$ cat src/sv/als_pkg.sv
`timescale 1ns / 1ps

package als_pkg;

	localparam int MAX_ENTRIES = 32;
	localparam int IDX_W       = $clog2(MAX_ENTRIES);
	localparam int CNT_W       = $clog2(MAX_ENTRIES + 1);

	typedef enum logic [2:0] {
		ACT_APPEND = 3'd0,
		ACT_START  = 3'd1,
		ACT_STOP   = 3'd2,
		ACT_CLEAR  = 3'd3,
		ACT_TICK   = 3'd4
	} action_t;

	localparam logic [3:0] KIND_STRAIGHT  = 4'd0;
	localparam logic [3:0] KIND_MOVE_MARK = 4'd5;
	localparam logic [3:0] KIND_DELAY     = 4'd6;
	localparam logic [3:0] KIND_CALL      = 4'd7;
	localparam logic [3:0] KIND_SEND_BYTE = 4'd10;
	localparam logic [3:0] KIND_WAIT      = 4'd11;

	typedef struct packed {
		logic [3:0]  kind;
		logic [31:0] operand;
		logic [7:0]  target;
		logic        target_present;
	} entry_t;

	typedef struct packed {
		entry_t      entry;
		logic [31:0] time_ms;
		logic        motion_done;
		logic        condition_true;
	} item_t;

	typedef struct packed {
		logic            running;
		logic            stopped_now;
		logic            append_dropped;
		logic            cmd_valid;
		entry_t          cmd;
		logic            cmd_first;
		logic [CNT_W-1:0] step_index;
	} result_t;

	// controller to datapath
	typedef struct packed {
		logic load;
		logic append;
		logic start;
		logic clear;
		logic end_reached;
		logic wrap;
		logic exec;
		logic running;
		logic stopped;
		logic dropped;
	} ctl_cmd_t;

	// datapath to controller
	typedef struct packed {
		logic count_full;
		logic count_zero;
		logic at_end;
		logic loop_ok;
	} dp_stat_t;

endpackage

$ cat src/sv/als_ctrl.sv
`timescale 1ns / 1ps

module als_ctrl
	import als_pkg::*;
(
	input  logic     clk,
	input  logic     arst_n,
	input  logic     in_valid,
	output logic     in_ready,
	input  logic [2:0] in_action,
	output logic     out_valid,
	input  logic     out_ready,
	input  dp_stat_t stat,
	output ctl_cmd_t cmd
);

	typedef enum logic [1:0] {
		ST_IDLE = 2'b01,
		ST_RUN  = 2'b10
	} state_t;

	state_t state_q, state_d;
	logic   out_valid_q;
	logic   accept;

	assign in_ready  = !out_valid_q || out_ready;
	assign accept    = in_valid && in_ready;
	assign out_valid = out_valid_q;

	always_comb begin
		state_d = state_q;
		cmd     = '0;
		if (accept) begin
			cmd.load = 1'b1;
			case (in_action)
				ACT_APPEND: begin
					cmd.append  = !stat.count_full;
					cmd.dropped = stat.count_full;
				end
				ACT_START: begin
					if (!stat.count_zero) begin
						cmd.start = 1'b1;
						state_d   = ST_RUN;
					end
				end
				ACT_STOP: begin
					cmd.stopped = 1'b1;
					state_d     = ST_IDLE;
				end
				ACT_CLEAR: begin
					cmd.clear = 1'b1;
				end
				ACT_TICK: begin
					if (state_q == ST_RUN) begin
						if (stat.at_end) begin
							cmd.end_reached = 1'b1;
							if (stat.loop_ok) begin
								cmd.wrap = 1'b1;
								cmd.exec = 1'b1;
							end else begin
								cmd.stopped = 1'b1;
								state_d     = ST_IDLE;
							end
						end else begin
							cmd.exec = 1'b1;
						end
					end
				end
				default: begin
				end
			endcase
		end
		cmd.running = (state_d == ST_RUN);
	end

	always_ff @(posedge clk or negedge arst_n) begin
		if (!arst_n) begin
			state_q     <= ST_IDLE;
			out_valid_q <= 1'b0;
		end else begin
			state_q <= state_d;
			if (accept)
				out_valid_q <= 1'b1;
			else if (out_ready)
				out_valid_q <= 1'b0;
		end
	end

endmodule

$ cat src/sv/als_datapath.sv
`timescale 1ns / 1ps

module als_datapath
	import als_pkg::*;
(
	input  logic       clk,
	input  logic       arst_n,
	input  logic       cfg_wr_en,
	input  logic [7:0] cfg_wr_data,
	input  item_t      item,
	input  ctl_cmd_t   cmd,
	output dp_stat_t   stat,
	output result_t    res
);

	entry_t            table_q [MAX_ENTRIES];
	logic [CNT_W-1:0]  count_q;
	logic [CNT_W-1:0]  cur_q, cur_d, cur_base;
	logic [7:0]        pass_q, pass_next;
	logic [7:0]        loop_limit_q;
	logic              first_q, first_eff;
	logic [31:0]       start_q, start_eff, elapsed;
	logic [IDX_W-1:0]  rd_idx;
	entry_t            rd_entry;
	logic              done;
	result_t           res_q;

	assign pass_next = pass_q + 8'd1;

	assign stat.count_full = (count_q == CNT_W'(MAX_ENTRIES));
	assign stat.count_zero = (count_q == '0);
	assign stat.at_end     = (cur_q >= count_q);
	assign stat.loop_ok    = (loop_limit_q == '0) || (pass_next < loop_limit_q);

	// after a wrap the entry to run is the first one
	assign cur_base  = cmd.wrap ? '0 : cur_q;
	assign rd_idx    = cur_base[IDX_W-1:0];
	assign rd_entry  = table_q[rd_idx];
	assign first_eff = cmd.wrap || first_q;
	assign start_eff = first_eff ? item.time_ms : start_q;
	assign elapsed   = item.time_ms - start_eff;

	always_comb begin
		case (rd_entry.kind) inside
			[KIND_STRAIGHT:KIND_MOVE_MARK]: done = item.motion_done;
			KIND_DELAY:                     done = (elapsed >= rd_entry.operand);
			[KIND_CALL:KIND_SEND_BYTE]:     done = first_eff;
			KIND_WAIT: done = rd_entry.target_present ? item.condition_true : 1'b1;
			default:                        done = 1'b1;
		endcase
	end

	always_comb begin
		cur_d = cur_q;
		if (cmd.start || cmd.clear)
			cur_d = '0;
		else if (cmd.exec)
			cur_d = done ? cur_base + CNT_W'(1) : cur_base;
	end

	always_ff @(posedge clk) begin
		if (cmd.append)
			table_q[count_q[IDX_W-1:0]] <= item.entry;
	end

	always_ff @(posedge clk or negedge arst_n) begin
		if (!arst_n) begin
			count_q      <= '0;
			cur_q        <= '0;
			pass_q       <= '0;
			first_q      <= 1'b0;
			start_q      <= '0;
			loop_limit_q <= '0;
		end else begin
			if (cfg_wr_en)
				loop_limit_q <= cfg_wr_data;
			if (cmd.append)
				count_q <= count_q + CNT_W'(1);
			else if (cmd.clear)
				count_q <= '0;
			cur_q <= cur_d;
			if (cmd.start) begin
				pass_q  <= '0;
				first_q <= 1'b1;
			end else begin
				if (cmd.end_reached && loop_limit_q != '0)
					pass_q <= pass_next;
				if (cmd.exec) begin
					start_q <= start_eff;
					first_q <= done;
				end
			end
		end
	end

	// result beat register
	always_ff @(posedge clk) begin
		if (cmd.load) begin
			res_q.running        <= cmd.running;
			res_q.stopped_now    <= cmd.stopped;
			res_q.append_dropped <= cmd.dropped;
			res_q.cmd_valid      <= cmd.exec;
			res_q.cmd            <= cmd.exec ? rd_entry : '0;
			res_q.cmd_first      <= cmd.exec && first_eff;
			res_q.step_index     <= cur_d;
		end
	end

	assign res = res_q;

endmodule

$ cat src/sv/action_list_sequencer.sv
`timescale 1ns / 1ps

// Action list sequencer. Items arrive as beats on the s_ side (action in s_tuser)
// and each accepted beat gives exactly one result beat on the m_ side. A beat is
// taken every cycle while the result register is empty or being drained: the whole
// item (table read at the current step, delay compare, state update) settles
// combinationally and the result is registered, so it appears in the next cycle;
// the rate is one item per cycle. The program table is 32 entries; entries never
// written read as undefined. The user must set loop_limit through cfg_wr_en and
// cfg_wr_data while no beat is in flight, unchecked; zero repeats the list forever.
module action_list_sequencer
	import als_pkg::*;
(
	input  logic        clk,
	input  logic        arst_n,
	input  logic        cfg_wr_en,
	input  logic [7:0]  cfg_wr_data,  // loop_limit
	input  logic        s_tvalid,
	output logic        s_tready,
	// entry_kind, entry_operand, entry_target, entry_target_present, time_ms,
	// motion_done, condition_true, zero pad
	input  logic [79:0] s_tdata,
	input  logic [2:0]  s_tuser,      // action
	output logic        m_tvalid,
	input  logic        m_tready,
	// running, stopped_now, append_dropped, cmd_valid, cmd_kind, cmd_operand,
	// cmd_target, cmd_target_present, cmd_first, step_index
	output logic [55:0] m_tdata
);

	item_t    item;
	ctl_cmd_t cmd;
	dp_stat_t stat;
	result_t  res;

	assign item.entry.kind           = s_tdata[3:0];
	assign item.entry.operand        = s_tdata[35:4];
	assign item.entry.target         = s_tdata[43:36];
	assign item.entry.target_present = s_tdata[44];
	assign item.time_ms              = s_tdata[76:45];
	assign item.motion_done          = s_tdata[77];
	assign item.condition_true       = s_tdata[78];

	als_ctrl u_ctrl (
		.clk       (clk),
		.arst_n    (arst_n),
		.in_valid  (s_tvalid),
		.in_ready  (s_tready),
		.in_action (s_tuser),
		.out_valid (m_tvalid),
		.out_ready (m_tready),
		.stat      (stat),
		.cmd       (cmd)
	);

	als_datapath u_dp (
		.clk         (clk),
		.arst_n      (arst_n),
		.cfg_wr_en   (cfg_wr_en),
		.cfg_wr_data (cfg_wr_data),
		.item        (item),
		.cmd         (cmd),
		.stat        (stat),
		.res         (res)
	);

	assign m_tdata = {res.step_index, res.cmd_first, res.cmd.target_present,
		res.cmd.target, res.cmd.operand, res.cmd.kind, res.cmd_valid,
		res.append_dropped, res.stopped_now, res.running};

endmodule

$ cat config.mk
export PLATFORM = sky130hd
export DESIGN_NAME = action_list_sequencer
export DESIGN_NICKNAME = d
export VERILOG_FILES = /design/src/sv/als_pkg.sv /design/src/sv/als_ctrl.sv /design/src/sv/als_datapath.sv /design/src/sv/action_list_sequencer.sv
export SDC_FILE = /design/constraint.sdc
export NUM_CORES = 2
export LEC_CHECK = 0
export ABC_AREA = 1
export BUFFER_PORTS_ARGS = -buffer_cell sky130_fd_sc_hd__buf_2
export CAP_MARGIN = 15
export CORE_ASPECT_RATIO = 1.75
export CORE_MARGIN = 3
export CORE_UTILIZATION = 45
export CTS_CLUSTER_SIZE = 40
export DETAILED_ROUTE_END_ITERATION = 8
export SYNTH_ARGS = -nofsm -noshare
export SYNTH_HDL_FRONTEND = slang
export SYNTH_SLANG_ARGS = --single-unit
export TNS_END_PERCENT = 5
$ cat constraint.sdc
create_clock -name clk -period 6.5 [get_ports clk]
set_input_delay 0.325 -clock clk [delete_from_list [all_inputs] [get_ports clk]]
set_output_delay 0.325 -clock clk [all_outputs]
set_load 0.02 [all_outputs]
==> results.yml <==
outcome:
  run_status: "finished, violations left"
  violations: "negative setup slack"
layout:
  layout.cells.non_filler: 7315
  layout.nets: 5520
  drive_above_1_share_pct: 22.2
  syn2layout_area_growth_pct: 17.1
  fill_cells: 11800
floorplanning:
  rows: 184
  ioPinCount: 154
  start_util_pct: 45.5
  chipHeight_um: 511
  dieArea_um2: 151000
  fp.dieW_um: 295
  core_area_um2: 144000
pwr:
  p_leak_uw: 0.0260
  clkPwrFrac_pct: 25.9
  sequentialPowerShare_pct: 35.9
  total_power_uw: 31500
  p_sw_share_pct: 35.1
  combPwrFrac_pct: 38.2
  cellPowerDensity_nw_per_um2: 410
  switchingPower_uw: 11100
  p_int_uw: 20500
  ir_drop_v: 0.000289
routing:
  firstDrtPassIters: 5
  drt-initial-drc-count: 3964
  drc: 0
  wl_um: 190000
  ant_nets: 0
  dr_total_vias: 42800
  post_drt_wl_per_cell_um: 25.9
  vias_per_cell: 5.85
worst_hold_path:
  min_path_type: "in2reg"
timing:
  worstMarginPinSlew_ns: 1.21
  fmax_mhz: 153
  finalCritPeriodShare_pct: 101
  hold_viol: 0
  min_period_ns: 6.56
  relSlewSlack_pct: 19.5
  tns_ns: -0.168
  rsz0062_at_grt: "true"
  finalWorstSetupSlack_ns: -0.0564
  maxSlewViolCount: 0
  finalSetupViolCount: 5
  skew_ns: 0.0305
logic_synthesis:
  yosysMostFrequentCell: "edfxtp_1"
  yosys-top-cells-count: "edfxtp_1, nor2_1, o211ai_1"
  yosysTopAreaCell: "edfxtp_1"
  synth_area_um2: 65600
  synth_fp_nets: 5072
  synth_edf_count: 1496
  synth_cell_types: 57
  ys.flop_type: "edfxtp_1"
  synth-async-reset-ratio_pct: 4.10
  synth_top_area_share_pct: 68.5
  yosys_register_bits: 1560
  syn_inst: 4893
  ys_seq_area_share_pct: 70.9
  yosysWarningCount: 0
  synth_area_per_cell_um2: 13.4
  synthTopCellsByArea: "edfxtp_1, o211ai_1, nor2_1"
clock_tree:
  htreeDepth: 4
  cts_sinks: 1560
  cts-root-buf: "clkbuf_16"
  cts_tree: "built"
  numCtsBuffers: 141
  path_clk_slew_ns: 0.07
  clock_latency_ns: 0.79
  clock_path_buffers: 3
worst_setup_path:
  arrival_ns: 7.05
  max_stage_delay_ns: 0.36
  cpMostUsedCell: "nand2_2"
  startpoint_type: "flip-flop"
  crit_required_ns: 6.99
  crit_path_end_kind: "flip-flop"
  crit_fanout: 5
  cp_slowest_cell: "dfrtp_1"
  worst-setup-path-type: "reg2reg"
global_routing:
  grt.overflow.total: 0
  grt_usage_pct: 25.0
  grt_pass1_vias: 42600
  grt_pass1_wl_um: 277000
  antenna_found_initial: 11
  grt_max_degree: 82
place:
  dp.cells: 6957
  io_buffer_count: 152
  pre_cts_slack_ns: -0.461
  hpwlAfterDp_um: 109000
  routabilityCongestion: 0.832
flow_run:
  cap_violations: 0
[logic make-up (layout without fill, tap and decap cells)]
kind of cell | count (synthesis) | in the layout | share of synthesized area [%]
AOI/OAI and AO/OA | 1028 | 1028 | 11.5
adders and majority gates | 83 | 83 | 1.59
muxes | 31 | 31 | 0.475
and+or+nand+nor | 1679 | 1680 | 11.7
other | 0 | 5 | 0
buffers and inverters | 469 | 1025 | 3.30
DFF | 1560 | 1560 | 70.9
xor gates and xnor gates | 43 | 43 | 0.574
[registers in the layout, summed over array words and instances (netlist names)]
register and flops:
u_dp.table_q 1440, u_dp.start_q 32, u_dp.loop_limit_q 8, u_ctrl.state_q 2, u_dp.cur_q 6, u_ctrl.out_valid 1
u_dp.pass_q 8, u_dp.first_q 1, u_dp.res 56, u_dp.count_q 6
[power by group through the flow]
stage	Sequential, uW	Combinational, uW	Clock (uW)
after floorplan	11600	6770	0
after global placement	11500	11500	0
after detailed placement	11500	11600	0
after CTS	11300	11800	8280
after global routing	11300	13100	8660
final	11300	12000	8150
[routing by layer]
layer | vias to the layer above | GRT usage, % | wire (um)
met5 | - | 0 | 13
met4 | 2 | 11.1 | 8710
met3 | 419 | 3.35 | 10500
met2 | 1436 | 42.7 | 94800
met1 | 21600 | 31.6 | 75600
li1 | 19300 | - | -
[final timing paths]
| kind | startpoint | end | slack (ns) | cells after the start |
|---|---|---|---|---|
| max in group asynchronous | arst_n | u_dp.cur_q[0] | 5.53 | 3 |
| setup / recovery | u_dp.pass_q[0] | u_dp.res[2] | -0.06 | 50 |
| setup reg to reg | u_dp.pass_q[0] | u_dp.res[2] | -0.06 | 50 |
| hold reg to reg | u_dp.start_q[18] | u_dp.start_q[18] | 0.49 | 2 |
| min in group asynchronous | arst_n | u_dp.start_q[8] | 0.29 | 3 |
| hold / removal | s_tdata[39] | u_dp.table_q[29][4] | 0.05 | 1 |
[cells in the final DEF (no fill, tap or decap), types with 11 or more instances in the layout]
cell type	netlist	final
a21oi_1	64	55
buf_12	0	64
buf_2	86	152
buf_4	33	320
clkbuf_1	164	22
clkbuf_16	0	146
clkinv_1	1	34
clkinv_2	0	23
dfrtp_1	63	62
dlygate4sd3_1	0	92
edfxtp_1	1496	1496
ha_1	82	78
inv_1	125	119
inv_2	10	12
mux2i_1	30	27
nand2_1	288	268
nand2_2	2	18
nand3_1	206	201
nand3b_1	26	26
nor2_1	785	751
nor2_4	1	34
nor3_1	17	14
o211ai_1	483	483
o21ai_0	95	90
o21ai_1	11	12
o311ai_0	11	11
o311ai_1	141	141
o31ai_1	162	162
or2_2	329	329
xor2_1	34	31
[final cells by class]
type | instances | area (um2) | share of cell area [%]
Clock buffer | 173 | 3800 | 4.95
Sequential cell | 1560 | 46500 | 60.6
Antenna cell | 5 | 12.5 | 0.0163
Timing Repair Buffer | 635 | 5450 | 7.09
Inverter | 138 | 559 | 0.728
Clock inverter | 79 | 639 | 0.832
Tap cell | 1860 | 2330 | 3.03
Multi-Input combinational cell | 2865 | 17500 | 22.8
[per-stage QoR]
step / utilization [%] / hold slack (ns) / area (um2)
after floorplan: - / 0.0294 / 65600
after CTS: 53.1 / 0.00370 / 76500
after detailed placement: 49.3 / 0.473 / 71000
after global placement: 49.3 / 0.465 / 71000
final: 53.3 / 0.0545 / 76800
after global routing: 53.3 / 0.0440 / 76800
[timing repair]
action,CTS,global route
hold buffers,92,0
buffers inserted,5,3
endpoints found under the setup margin,13,13
endpoints found under the hold margin,806,0
gates resized for setup,22,71
pin swaps,11,47
cloned,1,0
[critical path, delay by kind of cell, from the launching register on]
kind / cells / cell delay [ns]
AO/OA/AOI/OAI: 12 / 1.65
XOR/XNOR: 2 / 0.27
adder cells (fa/ha/maj): 3 / 0.85
buffers and inverters: 8 / 0.80
flip-flops: 1 / 0.36
multiplexers: 1 / 0.23
AND/OR/NAND/NOR: 24 / 2.10
Power figures use the tool's default switching activity.
